==> src/rtl/poc_pkg.sv <==
`timescale 1ns / 1ps
package poc_pkg;

	localparam int DW = 32;
	localparam int EW = 48;
	localparam int FB = 16;

	localparam logic signed [EW-1:0] ELIM = {1'b0, {(EW-1){1'b1}}};
	localparam logic signed [EW-1:0] DLIM = {{(EW-DW+1){1'b0}}, {(DW-1){1'b1}}};

	typedef enum logic [2:0] {
		REG_MODE       = 3'd0,
		REG_PERIOD     = 3'd1,
		REG_MAX_VEL    = 3'd2,
		REG_DEAD_ZONE  = 3'd3,
		REG_FORCE_THR  = 3'd4,
		REG_INT_GAIN   = 3'd5,
		REG_DELTA_OFS  = 3'd6
	} cfg_reg_t;

	typedef enum logic [1:0] {
		MODE_NONE     = 2'd0,
		MODE_ORIGINAL = 2'd1,
		MODE_DELTA    = 2'd2,
		MODE_SPARE    = 2'd3
	} ctrl_mode_t;

	localparam logic [1:0]  RST_MODE      = MODE_ORIGINAL;
	localparam logic [16:0] RST_PERIOD    = 17'd66;
	localparam logic [30:0] RST_MAX_VEL   = 31'd65536;
	localparam logic [30:0] RST_DEAD_ZONE = 31'd0;
	localparam logic [30:0] RST_FORCE_THR = 31'd0;
	localparam logic [16:0] RST_INT_GAIN  = 17'd6554;
	localparam logic [30:0] RST_DELTA_OFS = 31'd655;

	function automatic logic [EW-1:0] mag48(input logic signed [EW-1:0] x);
		mag48 = x[EW-1] ? (~x + 1'b1) : x;
	endfunction

	function automatic logic signed [EW-1:0] sat_e(input logic signed [EW+1:0] x);
		logic signed [EW+1:0] hi;
		logic signed [EW+1:0] lo;
		hi = {{2{1'b0}}, ELIM};
		lo = ~hi;
		if (x > hi)
			sat_e = ELIM;
		else if (x < lo)
			sat_e = ~ELIM;
		else
			sat_e = x[EW-1:0];
	endfunction

	function automatic logic signed [DW-1:0] sat_d(input logic signed [DW:0] x);
		logic signed [DW:0] hi;
		logic signed [DW:0] lo;
		hi = {2'b00, {(DW-1){1'b1}}};
		lo = ~hi;
		if (x > hi)
			sat_d = hi[DW-1:0];
		else if (x < lo)
			sat_d = lo[DW-1:0];
		else
			sat_d = x[DW-1:0];
	endfunction

endpackage

==> src/rtl/poc_div.sv <==
`timescale 1ns / 1ps
// restoring divider, trunc(num * 2^FB / den) saturated to ELIM or DLIM
module poc_div (
	input  logic                           clk,
	input  logic                           arst_n,
	input  logic                           start,
	input  logic                           lim_e,
	input  logic signed [poc_pkg::EW-1:0]  num,
	input  logic signed [poc_pkg::EW-1:0]  den,
	output logic                           done,
	output logic signed [poc_pkg::EW-1:0]  y
);
	localparam int EW = poc_pkg::EW;
	localparam int FB = poc_pkg::FB;

	logic          busy_q;
	logic          done_q;
	logic [5:0]    cnt_q;
	logic          neg_q;
	logic          zero_q;
	logic          ovf_q;
	logic          lim_e_q;
	logic [EW-1:0] ud_q;
	logic [EW-1:0] rem_q;
	logic [EW-1:0] sh_q;
	logic [EW-1:0] quo_q;
	logic [EW-1:0] un;
	logic [EW-1:0] ud;
	logic          ovf;
	logic [EW:0]   trial;
	logic          fits;
	logic [EW-1:0] qq;
	logic [EW-1:0] cap;
	logic [EW-1:0] qc;

	assign un    = poc_pkg::mag48(num);
	assign ud    = poc_pkg::mag48(den);
	assign ovf   = {{(EW-FB){1'b0}}, un[EW-1:EW-FB]} >= ud;
	assign trial = {rem_q, sh_q[EW-1]};
	assign fits  = trial >= {1'b0, ud_q};

	always_ff @(posedge clk or negedge arst_n) begin
		if (!arst_n) begin
			busy_q <= 1'b0;
			done_q <= 1'b0;
			cnt_q  <= '0;
		end else begin
			done_q <= 1'b0;
			if (start) begin
				cnt_q <= '0;
				if (num == '0 || ovf)
					done_q <= 1'b1;
				else
					busy_q <= 1'b1;
			end else if (busy_q) begin
				cnt_q <= cnt_q + 1'b1;
				if (cnt_q == 6'(EW - 1)) begin
					busy_q <= 1'b0;
					done_q <= 1'b1;
				end
			end
		end
	end

	always_ff @(posedge clk) begin
		if (start) begin
			neg_q   <= num[EW-1] ^ den[EW-1];
			zero_q  <= (num == '0);
			ovf_q   <= ovf;
			lim_e_q <= lim_e;
			ud_q    <= ud;
			rem_q   <= {{(EW-FB){1'b0}}, un[EW-1:EW-FB]};
			sh_q    <= {un[EW-FB-1:0], {FB{1'b0}}};
			quo_q   <= '0;
		end else if (busy_q) begin
			rem_q <= fits ? EW'(trial - {1'b0, ud_q}) : trial[EW-1:0];
			sh_q  <= {sh_q[EW-2:0], 1'b0};
			quo_q <= {quo_q[EW-2:0], fits};
		end
	end

	always_comb begin
		qq  = ovf_q ? '1 : quo_q;
		cap = (lim_e_q ? poc_pkg::ELIM : poc_pkg::DLIM) + EW'(neg_q);
		qc  = (qq > cap) ? cap : qq;
		y   = zero_q ? '0 : (neg_q ? -qc : qc);
	end

	assign done = done_q;
endmodule

==> config.mk <==
export PLATFORM = sky130hd
export DESIGN_NAME = poc_div
export DESIGN_NICKNAME = d
export VERILOG_FILES = /design/src/rtl/poc_pkg.sv /design/src/rtl/poc_div.sv
export SDC_FILE = /design/constraint.sdc
export NUM_CORES = 1
export LEC_CHECK = 0
export BUFFER_PORTS_ARGS = -buffer_cell sky130_fd_sc_hd__buf_2
export CAP_MARGIN = 20
export CORE_UTILIZATION = 56
export DETAILED_ROUTE_END_ITERATION = 6
export GPL_ROUTABILITY_DRIVEN = 0
export PLACE_DENSITY = 0.81
export SLEW_MARGIN = 20
export SYNTH_ARGS = -nofsm -noshare
export SYNTH_HDL_FRONTEND = slang
export SYNTH_SLANG_ARGS = --single-unit
==> constraint.sdc <==
create_clock -name clk -period 8.3 [get_ports clk]
set_input_delay 1.66 -clock clk [delete_from_list [all_inputs] [get_ports clk]]
set_output_delay 1.66 -clock clk [all_outputs]
set_load 0.01 [all_outputs]
==> results.json, run 1 <==
{
  "status": "completed",
  "grt_usage": 0.281,
  "syn_to_final_growth_pct": 9.88,
  "ios": 149,
  "ys_seq_area_frac": 0.299,
  "worstSetupPathType": "flop to output port",
  "synth-seq-cells": 188,
  "clock_sinks": 188,
  "dp_hpwl_um": 30700,
  "holdCritPathClass": "flop to flop",
  "layout_min_cycle_time_ns": 7.79,
  "power_density_nw_per_um2": 232,
  "start_util": 0.573,
  "htree_levels": 4,
  "synth.area.top_cells": "edfxtp_1, dfxtp_1, ha_1",
  "final_nets": 2304,
  "hold_buffers": 0,
  "synth_top_family_by_area": "compound AO/OA/AOI/OAI gates",
  "peakVddDrop_mv": 0.147,
  "synth_cell_types": 71,
  "dpl-instance-area_um2": 17000,
  "grt_pass1_wl_um": 67600,
  "fmax_ghz": 0.128,
  "yosys.area.top_type_share": 0.187,
  "grt-ovfl-total": 0,
  "core_region_area_um2": 28000,
  "core.rowCount": 61,
  "cts_tree": "done",
  "slew_headroom": 0.273,
  "port_buffers": 148,
  "cts-buffers-inserted": 17,
  "yosys-top-cells-count": "nor2_1, a21oi_1, nand2_1",
  "design.die.area_um2": 29300,
  "critPathLaunchType": "flop",
  "holdWs_ns": 0.503,
  "drtAntennaViolNets": 0,
  "rsz0062_at_grt": "no",
  "chipWidth_um": 171,
  "post_synth_fa_ha_maj_area_fraction": 0.0932,
  "post_drt_wl_per_cell_um": 16.9,
  "arrival_ns": 6.13,
  "worst_ep_required_time_ns": 6.64,
  "worst_slew_pin_slew_ns": 1.09,
  "drc": 0,
  "power_leakage_nw": 7.88,
  "synthMuxAreaShare": 0.0437,
  "grt_pass1_vias": 13944,
  "setup-violations-final": 0,
  "maxCapViolCount": 0,
  "antenna_found_initial": 1,
  "yosysTopAreaCell": "edfxtp_1",
  "power_w": 0.00408,
  "synth.most_common_cell": "nor2_1",
  "finalSetupTns_ns": 0,
  "synth_area_um2": 16000,
  "finalClockSkew_ns": 0.0164,
  "end_kind": "output port",
  "fin_crit_sh": 0.938,
  "syn-num-nets": 2226,
  "netlist_instances": 2007,
  "synthArstFlopShare": 0.0426,
  "yosysWarnings": 0,
  "drive_gt1_frac": 0.120,
  "synth-simple-area-share": 0.206,
  "synth_compound_area_frac": 0.224,
  "synth_edf_count": 100,
  "vias": 15404,
  "finalHoldViolCount": 0,
  "ctsLongestPathBuffers": 2,
  "path_clk_slew_ns": 0.07,
  "cts_root_buf": "clkbuf_16",
  "synth_xor_xnor_area_share": 0.0791,
  "crit_fanout": 11,
  "fin_area_um2": 17600,
  "slew_viol_final": 0,
  "vias_per_cell": 6.22,
  "die_height_um": 171,
  "grt_max_degree": 93,
  "syn_avg_cell_area_um2": 8.00,
  "fin_util": 0.630,
  "wl_um": 41800,
  "first_pass_iters": 6,
  "synthFlopType": "edfxtp_1",
  "drt_iter0_drc": 1584,
  "clk_latency_ns": 0.44
}
[flip-flops by register name, summed over array words and instances, names as in the netlist]
name and count:
quo_q 48, rem_q 48, ud_q 48, sh_q 32
cnt_q 6, busy_q 1, done 1, lim_e_q 1
neg_q 1, ovf_q 1, zero_q 1
[metal layers]
| metal | track usage | share of wire | routed length (um) |
|---|---|---|---|
| met5 | 0 | 0 | 0 |
| met4 | 0.0951 | 0.022 | 901 |
| met3 | 0.0249 | 0.073 | 3040 |
| met2 | 0.468 | 0.46 | 19300 |
| met1 | 0.382 | 0.44 | 18500 |
[cell usage in the layout, fill, tap and decap left out, types with 17 or more instances in the layout]
| cell | instances |
|---|---|
| clkbuf_16 | 17 |
| nand3_1 | 47 |
| nand4_1 | 33 |
| nand2b_1 | 19 |
| xnor2_1 | 74 |
| xor2_1 | 71 |
| a21oi_1 | 183 |
| o21ai_0 | 115 |
| and3_1 | 19 |
| nor3_1 | 59 |
| buf_2 | 147 |
| a211oi_1 | 38 |
| mux2i_1 | 61 |
| inv_1 | 124 |
| nor2_1 | 239 |
| a31oi_1 | 23 |
| or2_2 | 32 |
| edfxtp_1 | 100 |
| a21o_1 | 42 |
| nor4_1 | 22 |
| dfxtp_1 | 80 |
| nand2_1 | 133 |
| o31ai_1 | 33 |
| or3_1 | 33 |
| ha_1 | 118 |
[cell type report]
type	instances	area [um2]
multi-input combinational	1588	10400
antenna	1	2.50
tap	378	473
inverter	125	473
timing repair buffer	165	893
clock buffer	19	453
fill	2389	10400
sequential	188	4810
clock inverter	13	125
[worst max-delay path: stages (launching register included)]
cell        delay, ns
edfxtp_1         0.44
inv_1            0.11
ha_1             0.25
clkinvlp_4       0.19
buf_4            0.18
ha_1             0.27
nand2_1          0.08
nor3_1           0.32
nand2_1          0.10
nor3_1           0.31
mux2_2           0.40
nand2_1          0.09
nand2b_1         0.23
o21ai_1          0.26
ha_1             0.33
nand3_1          0.17
nor3_2           0.22
and3_1           0.27
nand3_1          0.13
or3_1            0.35
o211ai_1         0.17
o21a_1           0.31
nor2_1           0.08
a211o_1          0.28
buf_2            0.14
[cells by family (layout without fill, tap and decap cells)]
| family | Yosys count | count (layout) |
|---|---|---|
| simple gates | 688 | 688 |
| compound gates | 567 | 567 |
| other cells | 0 | 1 |
| fa+ha+maj | 119 | 119 |
| flops | 188 | 188 |
| xor+xnor | 145 | 145 |
| mux | 69 | 69 |
| buf+inv | 231 | 322 |
[path summary, 6_finish.rpt]
path                                 from         to  slack [ns]  cells after the start
worst max-delay path                neg_q      y[40]        0.51                     24
worst min register to register  rem_q[21]  rem_q[21]        0.50                      2
max in group asynchronous          arst_n     busy_q        7.04                      1
min in group asynchronous          arst_n   cnt_q[2]        1.06                      1
worst max register to register   rem_q[5]   rem_q[0]        3.95                     12
worst min-delay path            rem_q[21]  rem_q[21]        0.50                      2
[report_power, final]
| group | total [W] | internal [W] | switching (W) |
|---|---|---|---|
| Clock | 0.000800 | 0.000414 | 0.000387 |
| Sequential | 0.00126 | 0.00115 | 0.000103 |
| Combinational | 0.00203 | 0.000802 | 0.00122 |
| Total | 0.00408 | 0.00237 | 0.00171 |
[what timing repair did]
action                                  4_1_cts  5_1_grt
endpoints found under the setup margin        0       14
buffers inserted                              0        4
gates resized for setup                       0        6
[stage by stage]
stage / std cells / worst slack [ns]
6_report: 2477 / 0.514
3_3_place_gp: 2440 / 0.862
4_1_cts: 2472 / 0.0948
2_1_floorplan: 2007 / 0.0401
5_1_grt: 2476 / 0.0460
3_5_place_dp: 2440 / 0.581
Power figures use the tool's default switching activity.
==> run 2, diff against run 1 <==
RECOVER_POWER = 25   (was not set)
==> run 2 against run 1 <==
Against the previous run: the run now ends with capacitance limit, slew limit left; non-clock buffer count unchanged; critical path depth unchanged; global-route usage unchanged; first-iteration DRC count increased by 2.8%; count of clock-buffer cells in the layout unchanged; die area unchanged; cell area decreased by 0.13%; flip-flop and latch count unchanged; maximum frequency about the same; critical endpoint unchanged.
==> results.json, run 2 (synthesis gave the netlist of run 1 again) <==
{
  "status": "complete, but fails checks",
  "violations": "capacitance limit, slew limit",
  "grt-ovfl-total": 0,
  "wl_um": 41700,
  "path_clk_slew_ns": 0.08,
  "final_common_cell": "nor2_1",
  "vias": 15333,
  "die_height_um": 171,
  "slew_headroom": -1.05,
  "drt_iter0_drc": 1628,
  "worstSetupPathType": "flop to output port",
  "drc": 0,
  "reg_top3": "quo_q (48), rem_q (48), ud_q (48)",
  "core.rowCount": 61,
  "ios": 149,
  "design.die.area_um2": 29300,
  "hold_buffers": 0,
  "grt_usage": 0.281,
  "cts_tree": "done",
  "cp_slowest_cell": "edfxtp_1",
  "cts-buffers-inserted": 17,
  "fin_util": 0.629,
  "peakVddDrop_mv": 0.147,
  "setup-violations-final": 0,
  "slowest_delay_ns": 0.44,
  "end_kind": "output port",
  "grt_pass1_wl_um": 67600,
  "vias_per_cell": 6.19,
  "clk_latency_ns": 0.44,
  "post_drt_wl_per_cell_um": 16.8,
  "slew_viol_final": 305,
  "layout_min_cycle_time_ns": 7.79,
  "holdCritPathClass": "flop to flop",
  "cts_root_buf": "clkbuf_16",
  "worst_slew_pin_slew_ns": 3.08,
  "grt_pass1_vias": 13944,
  "final_nets": 2304,
  "clock_sinks": 188,
  "worstPathCellList": "inv_1, ha_1, clkinvlp_4, buf_4, ha_1, nand2_1, nor3_1, nand2_1, nor3_1, mux2_2, nand2_1, nand2b_1, o21ai_1, ha_1, nand3_1, nor3_2, and3_1, nand3_1, or3_1, o211ai_1, o21a_1, nor2_1, a211o_1, buf_2",
  "power_leakage_nw": 7.86,
  "crit_fanout": 11,
  "dp_hpwl_um": 30700,
  "ctsLongestPathBuffers": 2,
  "maxCapViolCount": 5,
  "fin_crit_sh": 0.938,
  "rsz0062_at_grt": "no",
  "critPathLaunchType": "flop",
  "antenna_found_initial": 1,
  "fmax_ghz": 0.128,
  "start_util": 0.573,
  "worst_ep_required_time_ns": 6.64,
  "power_w": 0.00408,
  "first_pass_iters": 6,
  "core_region_area_um2": 28000,
  "final_cell_mix": "nor2_1, a21oi_1, buf_2, nand2_1, inv_1",
  "arrival_ns": 6.13,
  "syn_to_final_growth_pct": 9.73,
  "port_buffers": 148,
  "htree_levels": 4,
  "finalClockSkew_ns": 0.0229,
  "finalHoldViolCount": 0,
  "power_density_nw_per_um2": 232,
  "drtAntennaViolNets": 0,
  "chipWidth_um": 171,
  "drive_gt1_frac": 0.116,
  "finalSetupTns_ns": 0,
  "grt_max_degree": 93
}
==> run 2: cell types whose count changed in the layout (fill, tap and decap cells not counted), sizes merged <==
cell and change:
buf -8, clkbuf +8
==> run 2: per-layer routing <==
metal / vias up / GRT usage / part of all wire
met2: 653 / 0.468 / 0.46
li1: 7499 / - / -
met5: - / 0 / 0
met4: 0 / 0.0951 / 0.022
met1: 7112 / 0.382 / 0.44
met3: 69 / 0.0249 / 0.070
==> run 2: cell type report <==
type | instances | area (um2)
Antenna cell | 1 | 2.50
Clock buffer | 19 | 453
Clock inverter | 13 | 125
Fill cell | 2389 | 10400
Inverter | 125 | 473
Multi-Input combinational cell | 1588 | 10400
Sequential cell | 188 | 4810
Tap cell | 378 | 473
Timing Repair Buffer | 165 | 870
==> run 2: worst paths after layout <==
kind                            cells past startpoint  slack [ns]         to  startpoint
worst max-delay path                               24        0.51      y[40]       neg_q
worst min-delay path                                2        0.50  quo_q[47]   quo_q[47]
worst max register to register                     12        3.82   rem_q[0]    rem_q[5]
worst min register to register                      2        0.50  quo_q[47]   quo_q[47]
max in group asynchronous                           1        6.80     busy_q      arst_n
min in group asynchronous                           1        1.15   cnt_q[2]      arst_n
==> run 2: metrics by stage <==
stage	instances	area [um2]	setup slack (ns)	hold slack [ns]
after detailed placement	2440	17000	0.581	0.481
after global routing	2476	17600	0.0460	0.526
after CTS	2472	17600	0.0948	0.503
after floorplan	2007	16100	0.0401	0.452
final	2477	17600	0.514	0.503
after global placement	2440	17000	0.862	0.476
==> run 2: repair_timing <==
item,4_1_cts,5_1_grt
endpoints found under the hold margin,0,0
endpoints found under the setup margin,0,14
setup buffers,0,4
gates resized for setup,0,6
==> run 2: power by group <==
part           switching [W]  total [W]  internal [W]
Clock               0.000385   0.000799      0.000414
Sequential          0.000103    0.00126       0.00115
Combinational        0.00122    0.00202      0.000802
Total                0.00171    0.00408       0.00237
==> run 2: critical path: cells and delay by family (launching register included) <==
family	cells	cell delay, ns
and+or+nand+nor	12	2.36
AOI/OAI and AO/OA	4	1.01
adders and majority gates	3	0.85
buffers and inverters	4	0.62
DFF	1	0.44
muxes	1	0.40
==> run 3, diff against run 2 <==
ABC_AREA = 1   (was not set)
BUFFER_PORTS_ARGS = not set   (was -buffer_cell sky130_fd_sc_hd__buf_2)
CORE_MARGIN = 4   (was not set)
CORE_UTILIZATION = 60   (was 56)
DONT_BUFFER_PORTS = 1   (was not set)
==> run 3 against run 2 <==
Against the previous run: the run still ends with capacitance limit, slew limit left; largest power group unchanged; critical path type unchanged; highest routed layer unchanged; sequential share of layout area decreased by 0.88 points; cell count increased by 21%; setup slack improved by 0.51 ns; cell area up 3.2%; non-clock buffer count shrank 158; combinational power increased by 3%; first-iteration DRC count is 13% higher; utilization is 1.7 points higher; die area rose by 8.1%; clock skew fell by 0.0043 ns; via count is 14% higher; register-to-register slack lost 0.62 ns.
==> results.json, run 3 <==
{
  "peakVddDrop_mv": 0.177,
  "fmax_ghz": 0.138,
  "synth_top_family_by_area": "simple AND/OR/NAND/NOR gates",
  "fin_area_um2": 18200,
  "netlist_instances": 2658,
  "start_util": 0.616,
  "postCtsSetupRepairBufs": 0,
  "grt-ovfl-total": 0,
  "rrSetupSlack_ns": 3.20,
  "core.rowCount": 61,
  "synth.area.top_cells": "edfxtp_1, nand2_1, dfxtp_1",
  "synth-seq-cells": 188,
  "core_region_area_um2": 28200,
  "die_height_um": 178,
  "cts_resized": 0,
  "status": "complete, but fails checks",
  "ctsLongestPathBuffers": 2,
  "end_kind": "output port",
  "synthArstFlopShare": 0.0426,
  "yosysWarnings": 0,
  "maxCapViolCount": 1,
  "worstSetupPathType": "flop to output port",
  "post_synth_fa_ha_maj_area_fraction": 0.0862,
  "grt_pass1_vias": 16619,
  "final_nets": 2833,
  "grt_pass1_wl_um": 79900,
  "fin_crit_sh": 0.876,
  "cts_tree": "done",
  "vias_per_cell": 5.83,
  "yosys.area.top_type_share": 0.173,
  "antenna_found_initial": 0,
  "violations": "capacitance limit, slew limit",
  "power_leakage_nw": 8.51,
  "first_pass_iters": 6,
  "yosysTopAreaCell": "edfxtp_1",
  "synthMuxAreaShare": 0,
  "finalHoldViolCount": 0,
  "fin_util": 0.646,
  "ios": 149,
  "chipWidth_um": 178,
  "design.die.area_um2": 31700,
  "cts-buffers-inserted": 17,
  "slew_viol_final": 102,
  "port_buffers": 0,
  "final_cell_mix": "nand2_1, inv_1, nor2_1, o21ai_0, a21oi_1",
  "arrival_ns": 5.61,
  "synth_cell_types": 61,
  "reg_top3": "quo_q (48), rem_q (48), ud_q (48)",
  "clock_sinks": 188,
  "drc": 0,
  "final_common_cell": "nand2_1",
  "dpl-instance-area_um2": 17600,
  "worst_ep_required_time_ns": 6.64,
  "htree_levels": 4,
  "synth_edf_count": 100,
  "grt_usage": 0.306,
  "synth_compound_area_frac": 0.151,
  "synth.most_common_cell": "nand2_1",
  "critPathLaunchType": "flop",
  "finalClockSkew_ns": 0.0186,
  "ys_seq_area_frac": 0.277,
  "synthFlopType": "edfxtp_1",
  "setup-violations-final": 0,
  "drive_gt1_frac": 0.0419,
  "crit_fanout": 39,
  "rsz0062_at_grt": "no",
  "vias": 17534,
  "grt_max_degree": 102,
  "power_density_nw_per_um2": 230,
  "hold_buffers": 0,
  "cts_root_buf": "clkbuf_16",
  "syn-num-nets": 2877,
  "dp_hpwl_um": 38000,
  "drtAntennaViolNets": 0,
  "yosys-top-cells-count": "nand2_1, inv_1, nor2_1",
  "layout_min_cycle_time_ns": 7.27,
  "syn_to_final_growth_pct": 4.77,
  "path_clk_slew_ns": 0.08,
  "clk_latency_ns": 0.44,
  "post_drt_wl_per_cell_um": 16.3,
  "drt_iter0_drc": 1834,
  "finalSetupTns_ns": 0,
  "synth_xor_xnor_area_share": 0.0631,
  "synth_area_um2": 17400,
  "holdCritPathClass": "flop to flop",
  "syn_avg_cell_area_um2": 6.53,
  "synth-simple-area-share": 0.319,
  "worst_slew_pin_slew_ns": 5.13,
  "slew_headroom": -2.42,
  "wl_um": 49000
}
-- run 3: final cells by class --
class                   count  area, um2
diodes                      1       2.50
clock buffers              18        450
clock inverters            14        174
fillers                  2526       9980
inverters                 396       1490
multi-input cells        2004      10700
flip-flops and latches    188       4800
well taps                 378        473
repair buffers              7       45.0
-- run 3: power by group --
| part | switching [W] | internal (W) |
|---|---|---|
| sequential | 0.0000927 | 0.00115 |
| clock | 0.000421 | 0.000429 |
| combinational | 0.00140 | 0.000692 |
| total | 0.00192 | 0.00227 |
-- run 3: logic make-up (layout without fill, tap and decap cells) --
group           count (synthesis)  after routing
simple gates                 1301           1301
fa+ha+maj                     119            119
xor+xnor                      125            125
other cells                     0              1
flops                         188            188
compound gates                459            459
buf+inv                       466            435
-- run 3: path summary, 6_finish.rpt --
check | startpoint | end | cells after the start
max in group asynchronous | arst_n | cnt_q[5] | 0
min reg2reg | rem_q[31] | rem_q[31] | 2
max | ovf_q | y[41] | 24
min in group asynchronous | arst_n | cnt_q[1] | 0
max reg2reg | busy_q | quo_q[41] | 4
min | rem_q[31] | rem_q[31] | 2
-- run 3: stage by stage --
| step | setup slack (ns) | hold slack, ns | power, W | std cells |
|---|---|---|---|---|
| final | 1.03 | 0.481 | 0.00418 | 3006 |
| after global routing | 0.342 | 0.514 | 0.00449 | 3005 |
| after CTS | 1.19 | 0.483 | 0.00413 | 3005 |
| after detailed placement | 1.67 | 0.473 | 0.00327 | 2973 |
| after global placement | 1.86 | 0.463 | 0.00322 | 2973 |
| after floorplan | 2.01 | 0.448 | 0.00282 | 2658 |
-- run 3: critical path, stage by stage, from the launching register on --
cell,delay [ns]
edfxtp_1,0.57
clkinv_1,0.85
nand2_1,0.48
ha_1,0.31
a21o_1,0.18
nor2_1,0.10
nand2_1,0.07
nand2_1,0.05
nand2_1,0.10
nand2_2,0.10
nand3_4,0.09
nand3_1,0.52
buf_4,0.43
nand2_1,0.14
inv_1,0.12
nand2_1,0.06
nor2_1,0.14
nand2_1,0.07
nor2_1,0.08
nand2_1,0.05
nand2_1,0.17
nand2_1,0.14
nand2_1,0.08
nand2_1,0.04
nor2_1,0.22
-- run 3: routing by layer --
layer / routed length, um / vias up / global-route usage
met3: 5030 / 177 / 0.0642
met2: 22000 / 908 / 0.491
met4: 2030 / 0 / 0.129
met5: 0 / - / 0
li1: - / 8635 / -
met1: 19900 / 7814 / 0.402
