### src/rtl/poc_pkg.sv
`timescale 1ns / 1ps
package poc_pkg;

	localparam int DW = 32;
	localparam int EW = 48;
	localparam int FB = 16;

	localparam logic signed [EW-1:0] ELIM = {1'b0, {(EW-1){1'b1}}};
	localparam logic signed [EW-1:0] DLIM = {{(EW-DW+1){1'b0}}, {(DW-1){1'b1}}};

	typedef enum logic [2:0] {
		REG_MODE       = 3'd0,
		REG_PERIOD     = 3'd1,
		REG_MAX_VEL    = 3'd2,
		REG_DEAD_ZONE  = 3'd3,
		REG_FORCE_THR  = 3'd4,
		REG_INT_GAIN   = 3'd5,
		REG_DELTA_OFS  = 3'd6
	} cfg_reg_t;

	typedef enum logic [1:0] {
		MODE_NONE     = 2'd0,
		MODE_ORIGINAL = 2'd1,
		MODE_DELTA    = 2'd2,
		MODE_SPARE    = 2'd3
	} ctrl_mode_t;

	localparam logic [1:0]  RST_MODE      = MODE_ORIGINAL;
	localparam logic [16:0] RST_PERIOD    = 17'd66;
	localparam logic [30:0] RST_MAX_VEL   = 31'd65536;
	localparam logic [30:0] RST_DEAD_ZONE = 31'd0;
	localparam logic [30:0] RST_FORCE_THR = 31'd0;
	localparam logic [16:0] RST_INT_GAIN  = 17'd6554;
	localparam logic [30:0] RST_DELTA_OFS = 31'd655;

	function automatic logic [EW-1:0] mag48(input logic signed [EW-1:0] x);
		mag48 = x[EW-1] ? (~x + 1'b1) : x;
	endfunction

	function automatic logic signed [EW-1:0] sat_e(input logic signed [EW+1:0] x);
		logic signed [EW+1:0] hi;
		logic signed [EW+1:0] lo;
		hi = {{2{1'b0}}, ELIM};
		lo = ~hi;
		if (x > hi)
			sat_e = ELIM;
		else if (x < lo)
			sat_e = ~ELIM;
		else
			sat_e = x[EW-1:0];
	endfunction

	function automatic logic signed [DW-1:0] sat_d(input logic signed [DW:0] x);
		logic signed [DW:0] hi;
		logic signed [DW:0] lo;
		hi = {2'b00, {(DW-1){1'b1}}};
		lo = ~hi;
		if (x > hi)
			sat_d = hi[DW-1:0];
		else if (x < lo)
			sat_d = lo[DW-1:0];
		else
			sat_d = x[DW-1:0];
	endfunction

endpackage

### src/rtl/poc_mul.sv
`timescale 1ns / 1ps
// shift-add multiplier, floor(a*b / 2^FB) saturated to ELIM
module poc_mul (
	input  logic                           clk,
	input  logic                           arst_n,
	input  logic                           start,
	input  logic signed [poc_pkg::EW-1:0]  a,
	input  logic signed [poc_pkg::EW-1:0]  b,
	output logic                           done,
	output logic signed [poc_pkg::EW-1:0]  y
);
	localparam int EW = poc_pkg::EW;
	localparam int FB = poc_pkg::FB;

	logic          busy_q;
	logic          done_q;
	logic [5:0]    cnt_q;
	logic          neg_q;
	logic [EW-1:0] ma_q;
	logic [EW-1:0] hi_q;
	logic [EW-1:0] lo_q;
	logic [EW:0]   sum;
	logic [2*EW-FB:0] q;
	logic [2*EW-FB:0] cap;
	logic [2*EW-FB:0] qc;

	assign sum = {1'b0, hi_q} + (lo_q[0] ? {1'b0, ma_q} : '0);

	always_ff @(posedge clk or negedge arst_n) begin
		if (!arst_n) begin
			busy_q <= 1'b0;
			done_q <= 1'b0;
			cnt_q  <= '0;
		end else begin
			done_q <= 1'b0;
			if (start) begin
				busy_q <= 1'b1;
				cnt_q  <= '0;
			end else if (busy_q) begin
				cnt_q <= cnt_q + 1'b1;
				if (cnt_q == 6'(EW - 1)) begin
					busy_q <= 1'b0;
					done_q <= 1'b1;
				end
			end
		end
	end

	always_ff @(posedge clk) begin
		if (start) begin
			ma_q  <= poc_pkg::mag48(a);
			lo_q  <= poc_pkg::mag48(b);
			hi_q  <= '0;
			neg_q <= a[EW-1] ^ b[EW-1];
		end else if (busy_q) begin
			hi_q <= sum[EW:1];
			lo_q <= {sum[0], lo_q[EW-1:1]};
		end
	end

	always_comb begin
		q   = {1'b0, hi_q, lo_q[EW-1:FB]} + (2*EW-FB+1)'(neg_q && (lo_q[FB-1:0] != '0));
		cap = (2*EW-FB+1)'(poc_pkg::ELIM) + (2*EW-FB+1)'(neg_q);
		qc  = (q > cap) ? cap : q;
		y   = neg_q ? -qc[EW-1:0] : qc[EW-1:0];
	end

	assign done = done_q;
endmodule

### config.mk
export PLATFORM = sky130hd
export DESIGN_NAME = poc_mul
export DESIGN_NICKNAME = d
export VERILOG_FILES = /design/src/rtl/poc_pkg.sv /design/src/rtl/poc_mul.sv
export SDC_FILE = /design/constraint.sdc
export NUM_CORES = 1
export LEC_CHECK = 0
export ABC_CLOCK_PERIOD_IN_PS = 14400
export BUFFER_PORTS_ARGS = -buffer_cell sky130_fd_sc_hd__buf_4
export CORE_MARGIN = 8
export CORE_UTILIZATION = 60
export DETAILED_ROUTE_END_ITERATION = 7
export GPL_TIMING_DRIVEN = 0
export PLACE_DENSITY = 0.81
export RECOVER_POWER = 25
export SLEW_MARGIN = 40
export SYNTH_ARGS = -nofsm -noshare
export SYNTH_HDL_FRONTEND = slang
export SYNTH_SLANG_ARGS = --single-unit
### constraint.sdc
create_clock -name clk -period 14.4 [get_ports clk]
set_input_delay 0.72 -clock clk [delete_from_list [all_inputs] [get_ports clk]]
set_output_delay 0.72 -clock clk [all_outputs]
set_load 0.05 [all_outputs]
==> results.sh, run 1 <==
export IMPL_gr_usage_met1_pct=44.2
export IMPL_synth_compound_area_share_pct=20.7
export IMPL_grt_ovfl_total=0
export IMPL_grt_pass1_vias=14600
export IMPL_cts_buffers=17
export IMPL_crit_path_top_delay_cell="edfxtp_1"
export IMPL_synth_cell_types=88
export IMPL_nFillCells=2113
export IMPL_cts_root_buf="clkbuf_16"
export IMPL_die_y_um=176
export IMPL_antenna_found_initial=0
export IMPL_rsz0062_at_grt="false"
export IMPL_grt_util_met2_pct=46.0
export IMPL_max_cap_violations=1
export IMPL_switching_share_pct=42.9
export IMPL_routed_via_density=6.47
export IMPL_coreArea_um2=25200
export IMPL_async_reset_ff_share_pct=5.23
export IMPL_use_met3_pct=4.12
export IMPL_syn_to_final_growth_pct=14.0
export IMPL_ys_seq_area_share_pct=26.4
export IMPL_cts_sinks=153
export IMPL_h_tree_depth=4
export IMPL_die_w_um=176
export IMPL_finalCritPeriodShare_pct=71.4
export IMPL_die_area_um2=31100
export IMPL_pwr_share_seq_pct=32.3
export IMPL_critPathMaxStageDelay_ns=0.53
export IMPL_powerDensity_nw_per_um2=119
export IMPL_violations="capacitance limit, slew limit"
export IMPL_intPower_uw=1190
export IMPL_ys_seq_elements=153
export IMPL_worst_pin_slew_ns=2.77
export IMPL_synth_edff_count=97
export IMPL_synth_top_family_by_area="simple AND/OR/NAND/NOR gates"
export IMPL_synth_area_um2=15400
export IMPL_slew_headroom_pct=-84.5
export IMPL_critPathMaxFanout=16
export IMPL_finalSetupTns_ns=0
export IMPL_finalMaxSlewViolations=51
export IMPL_clock_fmax_mhz=97.3
export IMPL_first_iter_violations=2014
export IMPL_syn_avg_cell_area_um2=8.09
export IMPL_synthAdderAreaFrac_pct=8.32
export IMPL_clk_path_buf_depth=2
export IMPL_hold_viol_final=0
export IMPL_worst_skew_pair_late_latency_ns=0.44
export IMPL_vdd_drop_max_mv=0.0756
export IMPL_dp_slack_ns=4.87
export IMPL_outcome="complete, but fails checks"
export IMPL_crit_type="flop to output port"
export IMPL_synth_ff_type="edfxtp_1"
export IMPL_cts_tree="yes"
export IMPL_synthMuxAreaShare_pct=3.47
export IMPL_place_congestion=0.965
export IMPL_vias=15600
export IMPL_cts_setup_buffers=0
export IMPL_combPwrFrac_pct=45.0
export IMPL_antennaDiodeCount=0
export IMPL_syn_nets=2107
export IMPL_hold_class="input pin to async pin"
export IMPL_syn_inst=1906
export IMPL_rrSetupSlack_ns=9.73
export IMPL_post_route_worst_setup_slack_ns=4.12
export IMPL_drc=0
export IMPL_top_usage_layer="met2"
export IMPL_gr_usage_all_layers_pct=30.3
export IMPL_start_kind="flop"
export IMPL_hpwl_um=38400
export IMPL_cp_end_kind="output port"
export IMPL_synth_simple_gate_area_share_pct=24.6
export IMPL_finClkSkew_ns=0.0211
export IMPL_synthXorXnorAreaFrac_pct=12.1
export IMPL_core_rowCount=58
export IMPL_num_io_pins=148
export IMPL_cts_repair_resized=0
export IMPL_critPathRequiredTime_ns=13.68
export IMPL_nets=2276
export IMPL_ant_nets=0
export IMPL_port_buffers=146
export IMPL_wl_per_cell_um=20.1
export IMPL_setup_viol=0
export IMPL_switchingPower_uw=899
export IMPL_p_clk_share_pct=22.7
export IMPL_final_common_cell="nor2_1"
export IMPL_drive_gt1_share_pct=12.3
export IMPL_ctsHoldBuffers=0
export IMPL_cp_data_arrival_time_ns=9.56
export IMPL_yosys_warnings=0
export IMPL_multi_input_area_um2=10700
export IMPL_grt_pass1_wl_um=76800
export IMPL_drtPass1Iterations=6
export IMPL_grt_max_degree=51
export IMPL_final_cell_mix="171 x nor2_1, 161 x a21oi_1, 148 x nand2_1"
export IMPL_seq_area_um2=4070
export IMPL_clk_pin_slew_worst_paths_ns=0.08
export IMPL_routed_wl_um=48500
export IMPL_initial_utilization_pct=61.3
export IMPL_period_needed_ns=10.28
export IMPL_leakagePower_uw=0.00723
-- final cells by class --
| class | instances | area share (%) |
|---|---|---|
| buffer | 87 | 2.33 |
| clock buffer | 18 | 2.44 |
| clock inverter | 14 | 1.00 |
| inverter | 73 | 1.57 |
| multi-input combinational | 1593 | 60.7 |
| sequential | 153 | 23.2 |
| tap | 330 | 2.35 |
| timing repair buffer | 150 | 6.41 |
-- synth_stat cells (all sizes together) (4+ instances only) --
cell type	number	share of area, %
mux2	12	0.88
or2	14	0.57
ha	101	8.2
buf	29	1.2
a2bb2oi	8	0.45
and2	57	2.3
dfrtp	8	1.3
a32o	4	0.26
nor3	68	2.3
or4	26	1.4
a31oi	20	0.81
nand4	61	2.6
a211oi	13	0.70
nor2b	8	0.32
nor2	172	4.2
edfxtp	97	19
and3	22	0.89
nand2	148	3.6
nor3b	4	0.23
mux2i	40	2.6
nand3	65	2.2
o21ai	101	3.3
dfxtp	48	6.2
o41ai	16	1.0
nand2b	10	0.41
o311a	4	0.26
xor2	98	5.6
a21oi	161	5.2
inv	72	1.8
nor4	36	1.7
o31ai	31	1.5
o211ai	9	0.44
clkbuf	58	1.4
o21bai	9	0.44
o21a	8	0.39
and4	7	0.40
a22oi	8	0.39
a311oi	6	0.34
or3	20	0.81
a21boi	4	0.19
xnor2	115	6.5
a21o	57	2.8
-- per-stage QoR --
step / hold slack (ns) / cell area [um^2] / total power, uW / instances / util [%]
2_1_floorplan: 0.424 / 15400 / 1320 / 1906 / -
3_3_place_gp: 0.503 / 16900 / 1560 / 2382 / 67.2
3_5_place_dp: 0.518 / 17000 / 1590 / 2386 / 67.5
4_1_cts: 0.0704 / 17600 / 2070 / 2418 / 69.9
5_1_grt: 0.206 / 17600 / 2210 / 2418 / 69.8
6_report: 0.185 / 17600 / 2090 / 2418 / 69.8
-- kinds of logic (layout without fill, tap and decap cells) --
family | Yosys count | after routing
AO/OA/AOI/OAI | 497 | 497
adder cells (fa/ha/maj) | 102 | 102
XOR/XNOR | 213 | 213
multiplexers | 52 | 52
AND/OR/NAND/NOR | 729 | 729
flip-flops | 153 | 153
buffers and inverters | 160 | 342
-- power groups by stage --
stage	Combinational (uW)	Clock, uW	Sequential (uW)
after floorplan	688	0	632
after global placement	886	0	678
after CTS	923	477	668
after global routing	1030	496	683
final	942	476	676
after detailed placement	917	0	677
-- worst max-delay path, delay by kind of cell, from the launching register on --
| kind | cells | cell delay (ns) |
|---|---|---|
| flip-flops | 1 | 0.53 |
| XOR/XNOR | 1 | 0.47 |
| AND/OR/NAND/NOR | 9 | 2.19 |
| buffers and inverters | 10 | 2.76 |
| adder cells (fa/ha/maj) | 4 | 1.17 |
| AO/OA/AOI/OAI | 9 | 1.97 |
-- routing by layer --
layer	up-vias	part of all wire, %
met3	90	9.7
li1	7397	-
met2	804	43
met4	0	2.5
met1	7357	45
met5	-	0
-- sequential cells by signal, indices dropped and copies added, names as in the netlist --
register	count
lo_q	48
busy_q	1
ma_q	48
hi_q	48
cnt_q	6
done	1
neg_q	1
-- path summary, 6_finish.rpt --
| path | from | endpoint | cells past startpoint |
|---|---|---|---|
| worst max register to register | lo_q[0] | hi_q[45] | 15 |
| min in group clk | a[0] | ma_q[0] | 1 |
| worst max-delay path | neg_q | y[36] | 33 |
| max in group asynchronous | arst_n | done | 1 |
| worst min-delay path | arst_n | cnt_q[1] | 1 |
| worst min register to register | hi_q[33] | hi_q[33] | 2 |
Note: power is estimated with default switching activity, not from simulation.
==> inputs of run 2 (changes only) <==
--- a/config.mk
+++ b/config.mk
@@ -5,13 +5,13 @@
 export SDC_FILE = /design/constraint.sdc
 export NUM_CORES = 1
 export LEC_CHECK = 0
-export ABC_CLOCK_PERIOD_IN_PS = 14400
+export ABC_CLOCK_PERIOD_IN_PS = 8750
 export BUFFER_PORTS_ARGS = -buffer_cell sky130_fd_sc_hd__buf_4
 export CORE_MARGIN = 8
-export CORE_UTILIZATION = 60
+export CORE_UTILIZATION = 56
 export DETAILED_ROUTE_END_ITERATION = 7
 export GPL_TIMING_DRIVEN = 0
-export PLACE_DENSITY = 0.81
+export PLACE_DENSITY = 0.79
 export RECOVER_POWER = 25
 export SLEW_MARGIN = 40
 export SYNTH_ARGS = -nofsm -noshare
==> constraint.sdc (replaced) <==
create_clock -name clk -period 8.75 [get_ports clk]
set_input_delay 0.4375 -clock clk [delete_from_list [all_inputs] [get_ports clk]]
set_output_delay 0.4375 -clock clk [all_outputs]
set_load 0.05 [all_outputs]
==> run 2 against run 1 <==
Worst hold slack better by 0.060 ns. Cell area is 1.2% higher. Clock power increased by 60%. Flip-flop and latch count is the same. The flow still finishes with violations (capacitance limit, slew limit). First-iteration DRC count is 0.40% higher. Wire length barely moved. Sequential power rose by 64%. Non-clock buffer count increased by 7. Combinational power rose by 68%.
==> results.sh, run 2 (synthesized netlist as in run 1, its figures left out) <==
export IMPL_outcome="complete, but fails checks"
export IMPL_violations="capacitance limit, slew limit"
export IMPL_clk_path_buf_depth=2
export IMPL_switchingPower_uw=1480
export IMPL_worst_skew_pair_late_latency_ns=0.44
export IMPL_design_area_um2=17800
export IMPL_vias=15600
export IMPL_die_w_um=182
export IMPL_powerDensity_nw_per_um2=194
export IMPL_cp_data_arrival_time_ns=8.06
export IMPL_drive_gt1_share_pct=13.7
export IMPL_grt_pass1_wl_um=76600
export IMPL_coreArea_um2=27000
export IMPL_crit_path_top_delay_cell="edfxtp_1"
export IMPL_nets=2283
export IMPL_drtPass1Iterations=6
export IMPL_routed_via_density=6.39
export IMPL_finalMaxSlewViolations=100
export IMPL_clock_fmax_mhz=118
export IMPL_drc=0
export IMPL_die_area_um2=33100
export IMPL_p_clk_share_pct=22.0
export IMPL_slew_headroom_pct=-90.5
export IMPL_combPwrFrac_pct=45.8
export IMPL_finalCritPeriodShare_pct=97.1
export IMPL_max_cap_violations=2
export IMPL_period_needed_ns=8.49
export IMPL_gr_usage_all_layers_pct=28.1
export IMPL_grt_max_degree=51
export IMPL_finClkSkew_ns=0.0139
export IMPL_crit_type="flop to output port"
export IMPL_intPower_uw=1980
export IMPL_place_congestion=0.974
export IMPL_cts_buffers=17
export IMPL_port_buffers=146
export IMPL_antenna_found_initial=0
export IMPL_cp_end_kind="output port"
export IMPL_clk_pin_slew_worst_paths_ns=0.07
export IMPL_leakagePower_uw=0.00730
export IMPL_cts_sinks=153
export IMPL_first_iter_violations=2022
export IMPL_dp_slack_ns=-0.835
export IMPL_final_common_cell="nor2_1"
export IMPL_hold_viol_final=0
export IMPL_grt_ovfl_total=0
export IMPL_core_rowCount=60
export IMPL_grt_pass1_vias=14600
export IMPL_cts_root_buf="clkbuf_16"
export IMPL_setup_viol=0
export IMPL_dpl_cell_count=2397
export IMPL_place_area_um2=17000
export IMPL_stdcell_count=2436
export IMPL_rsz0062_at_grt="false"
export IMPL_antennaDiodeCount=0
export IMPL_largest_registers="hi_q (48), lo_q (48), ma_q (48)"
export IMPL_total_power_uw=3460
export IMPL_critPathMaxStageDelay_ns=0.47
export IMPL_hold_class="input pin to flop"
export IMPL_critPathMaxFanout=16
export IMPL_pwr_share_seq_pct=32.2
export IMPL_cts_tree="yes"
export IMPL_vdd_drop_max_mv=0.141
export IMPL_hpwl_um=38300
export IMPL_wl_per_cell_um=19.9
export IMPL_initial_utilization_pct=57.1
export IMPL_routed_wl_um=48500
export IMPL_syn_to_final_growth_pct=15.3
export IMPL_final_cell_mix="170 x nor2_1, 161 x a21oi_1, 153 x buf_4"
export IMPL_die_y_um=182
export IMPL_worst_pin_slew_ns=2.86
export IMPL_switching_share_pct=42.7
export IMPL_path_buf_inv=9
export IMPL_h_tree_depth=4
export IMPL_ant_nets=0
export IMPL_final_util_pct=65.8
export IMPL_critPathRequiredTime_ns=8.31
export IMPL_start_kind="flop"
export IMPL_post_route_worst_setup_slack_ns=0.256
export IMPL_critPathTopFamily="compound AO/OA/AOI/OAI gates"
export IMPL_num_io_pins=148
run 2: cell count changes in the layout (fill, tap and decap cells not counted), moves of 3 or more:
cell      change
buf_4         +7
nor3_1        -4
xor2_1        -5
xor2_2        +5
nor3_2        +3
ha_1          -3
clkbuf_1      -4
run 2: final timing paths:
path	from	end	slack, ns	depth (start not counted)
max in group asynchronous	arst_n	busy_q	7.98	2
worst max register to register	lo_q[0]	hi_q[45]	4.19	15
worst min-delay path	a[0]	ma_q[0]	0.24	1
min in group asynchronous	arst_n	cnt_q[4]	0.46	2
worst max-delay path	neg_q	y[44]	0.26	33
worst min register to register	hi_q[44]	hi_q[44]	0.55	2
run 2: worst reg2reg max path, stage by stage (launching register included):
cell and delay [ns]:
edfxtp_1 0.46, clkbuf_1 0.38, and2_1 0.22, ha_1 0.20, inv_1 0.07, fa_1 0.40
nor2b_1 0.17, o31ai_1 0.14, a311o_1 0.37, a31o_2 0.31, a2111oi_0 0.69, o21ai_0 0.34
nand2_1 0.14, o211ai_1 0.14, a21o_1 0.20, a32o_1 0.24
run 2: power groups by stage:
stage	Combinational, uW	Clock [uW]	Sequential, uW
after detailed placement	1520	0	1120
after floorplan	1130	0	1040
after global placement	1470	0	1110
after CTS	1540	766	1100
after global routing	1740	796	1130
final	1580	762	1110
run 2: area by class of cell:
class	count	area [um^2]
multi-input cells	1593	10800
fillers	2308	9230
flip-flops and latches	153	4070
repair buffers	158	1180
clock buffers	18	429
well taps	341	427
plain buffers	86	410
inverters	73	275
clock inverters	14	178
run 2: timing repair:
action,CTS,global route
pin swaps,1,4
endpoints found under the setup margin,24,23
gates resized for setup,16,17
hold buffers,1,0
setup buffers,2,5
hold endpoints to repair,8,0
run 2: metrics by stage:
step / hold slack (ns) / TNS, ns
floorplan: 0.142 / 0
global placement: 0.261 / -26.60
detailed placement: 0.260 / -14.57
CTS: 0.187 / 0
global route: 0.265 / 0
finish: 0.244 / 0
run 2: per-layer routing:
layer	vias to the layer above	wire, um	GRT usage, %
met1	7291	21400	39.1
met5	-	0	0
met2	770	21600	44.8
met3	95	4360	4.11
met4	0	1070	7.67
li1	7401	-	-
==> inputs of run 3 (changes only) <==
--- a/config.mk
+++ b/config.mk
@@ -5,6 +5,7 @@
 export SDC_FILE = /design/constraint.sdc
 export NUM_CORES = 1
 export LEC_CHECK = 0
+export ABC_AREA = 1
 export ABC_CLOCK_PERIOD_IN_PS = 8750
 export BUFFER_PORTS_ARGS = -buffer_cell sky130_fd_sc_hd__buf_4
 export CORE_MARGIN = 8
==> run 3 against run 2 <==
Total power decreased by 0.29%. Worst hold slack gained 0.023 ns. Sequential power is essentially flat. Non-clock buffer count fell by 31. Combinational power is 4% lower. Die area is 11% higher. The flow still finishes with violations (capacitance limit, slew limit). Area after synthesis rose by 12%. Largest power group unchanged. Register-to-register slack about the same. Maximum frequency is 2.6% higher. Flip-flop and latch count is the same. Cell area up 9.8%. Cell count grew 39%.
==> results.sh, run 3 <==
export IMPL_syn_nets=3010
export IMPL_finalCritPeriodShare_pct=94.6
export IMPL_gr_usage_all_layers_pct=32.9
export IMPL_violations="capacitance limit, slew limit"
export IMPL_yosys_warnings=0
export IMPL_critPathMaxStageDelay_ns=0.45
export IMPL_grt_pass1_wl_um=95900
export IMPL_synth_compound_area_share_pct=12.8
export IMPL_vias=19400
export IMPL_async_reset_ff_share_pct=5.23
export IMPL_finClkSkew_ns=0.0120
export IMPL_synth_edff_count=97
export IMPL_powerDensity_nw_per_um2=176
export IMPL_multi_input_area_um2=11400
export IMPL_crit_path_top_delay_cell="edfxtp_1"
export IMPL_synthMuxAreaShare_pct=0.0653
export IMPL_nFillCells=2933
export IMPL_cts_sinks=153
export IMPL_hold_viol_final=0
export IMPL_initial_utilization_pct=56.6
export IMPL_grt_max_degree=57
export IMPL_clk_path_buf_depth=2
export IMPL_drc=0
export IMPL_drtPass1Iterations=6
export IMPL_syn_inst=2809
export IMPL_synth_simple_gate_area_share_pct=37.1
export IMPL_syn_avg_cell_area_um2=6.14
export IMPL_worst_pin_slew_ns=2.99
export IMPL_routed_wl_um=60800
export IMPL_synth_area_leaders="edfxtp_1 17%, nand2_1 17%, nor2_1 9.1%, inv_1 8.4%, ha_1 7.3%"
export IMPL_cts_tree="yes"
export IMPL_seq_area_um2=4070
export IMPL_worst_skew_pair_late_latency_ns=0.44
export IMPL_synth_most_common_cell="nand2_1"
export IMPL_cp_end_kind="output port"
export IMPL_hold_class="input pin to flop"
export IMPL_outcome="complete, but fails checks"
export IMPL_drive_gt1_share_pct=8.22
export IMPL_clock_fmax_mhz=121
export IMPL_synth_area_um2=17200
export IMPL_synthXorXnorAreaFrac_pct=8.79
export IMPL_synthAdderAreaFrac_pct=7.45
export IMPL_final_util_pct=64.2
export IMPL_yosys_top_cells_count="760 x nand2_1, 420 x nor2_1, 385 x inv_1"
export IMPL_ys_seq_area_share_pct=23.6
export IMPL_grt_pass1_vias=18300
export IMPL_max_cap_violations=1
export IMPL_rr_startpoint="lo_q[0]"
export IMPL_vdd_drop_max_mv=0.220
export IMPL_cpMostUsedCell="nand2_1"
export IMPL_final_cell_mix="759 x nand2_1, 420 x nor2_1, 385 x inv_1"
export IMPL_num_io_pins=148
export IMPL_crit_type="flop to output port"
export IMPL_routed_via_density=5.74
export IMPL_ys_seq_elements=153
export IMPL_first_iter_violations=1770
export IMPL_core_rowCount=64
export IMPL_synth_cell_types=55
export IMPL_hpwl_um=51500
export IMPL_synth_top_cell_by_area="edfxtp_1"
export IMPL_coreArea_um2=30400
export IMPL_clk_pin_slew_worst_paths_ns=0.07
export IMPL_period_needed_ns=8.28
export IMPL_ant_nets=0
export IMPL_antennaDiodeCount=0
export IMPL_nets=3180
export IMPL_slew_headroom_pct=-99.5
export IMPL_largest_registers="hi_q (48), lo_q (48), ma_q (48)"
export IMPL_min_from="a[0]"
export IMPL_die_y_um=191
export IMPL_die_w_um=191
export IMPL_grt_ovfl_total=0
export IMPL_crit_path_start="neg_q"
export IMPL_final_common_cell="nand2_1"
export IMPL_cts_root_buf="clkbuf_16"
export IMPL_synth_top_family_by_area="simple AND/OR/NAND/NOR gates"
export IMPL_cts_buffers=17
export IMPL_start_kind="flop"
export IMPL_finalMaxSlewViolations=57
export IMPL_dp_slack_ns=-0.289
export IMPL_wl_per_cell_um=17.9
export IMPL_leakagePower_uw=0.00919
export IMPL_port_buffers=146
export IMPL_antenna_found_initial=0
export IMPL_post_route_worst_setup_slack_ns=0.473
export IMPL_syn_to_final_growth_pct=13.3
export IMPL_h_tree_depth=4
export IMPL_place_congestion=1.16
export IMPL_critPathRequiredTime_ns=8.31
export IMPL_critPathMaxFanout=28
export IMPL_yosysTopAreaCellShare_pct=16.9
export IMPL_setup_viol=0
export IMPL_die_area_um2=36600
export IMPL_synth_ff_type="edfxtp_1"
export IMPL_rsz0062_at_grt="false"
export IMPL_cp_data_arrival_time_ns=7.84
run 3: power by group:
group	switching, uW	total [uW]	internal (uW)	leakage (uW)
sequential	232	1140	911	0.00151
combinational	997	1510	517	0.00738
clock	330	791	460	0.000302
total	1560	3450	1890	0.00919
run 3: layout make-up:
cell class	instances	area share (%)
Tap cell	396	2.54
Buffer	60	1.47
Sequential cell	153	20.9
Clock inverter	15	1.02
Multi-Input combinational cell	2203	58.5
Timing Repair Buffer	153	5.94
Inverter	391	7.53
Clock buffer	17	2.18
run 3: timing repair:
action / in CTS / in global routing
endpoints found under the setup margin: 22 / 19
hold buffers: 1 / 0
gates cloned: 0 / 0
buffers inserted: 0 / 2
gates resized for setup: 3 / 2
endpoints found under the hold margin: 8 / 0
run 3: stage by stage:
stage | cells | power, uW | TNS, ns | hold slack [ns] | instance area (um^2)
final | 3388 | 3450 | 0 | 0.267 | 19500
after global routing | 3388 | 3640 | 0 | 0.277 | 19500
after CTS | 3386 | 3400 | 0 | 0.184 | 19500
after detailed placement | 3355 | 2610 | -3.36 | 0.260 | 18900
after global placement | 3351 | 2570 | -29.09 | 0.258 | 18800
after floorplan | 2809 | 2090 | 0 | 0.142 | 17200
run 3: cell families after synthesis:
family	after synthesis
flops	153
compound gates	405
mux	1
xor+xnor	173
buf+inv	453
fa+ha+maj	102
simple gates	1522
run 3: critical path: cells and delay by family (launching register included):
kind | cells | cell delay [ns]
simple gates | 23 | 3.73
buf+inv | 9 | 1.65
fa+ha+maj | 4 | 0.99
flops | 1 | 0.45
compound gates | 2 | 0.37
xor+xnor | 1 | 0.19
run 3: path summary, 6_finish.rpt:
kind	to	slack, ns	depth (start not counted)
worst max-delay path	y[34]	0.47	39
min in group asynchronous	cnt_q[2]	0.44	2
worst max register to register	hi_q[35]	4.19	24
worst min-delay path	ma_q[0]	0.27	1
worst min register to register	cnt_q[1]	0.54	2
max in group asynchronous	cnt_q[5]	8.00	2
run 3: routing by layer:
metal / routed length [um] / vias up / global-route usage (%) / part of all wire (%)
met5: 0 / - / 0 / 0
met2: 26500 / 1014 / 52.5 / 44
met1: 25300 / 8771 / 43.4 / 42
li1: - / 9488 / - / -
met4: 2850 / 0 / 16.5 / 4.7
met3: 6120 / 160 / 4.07 / 10
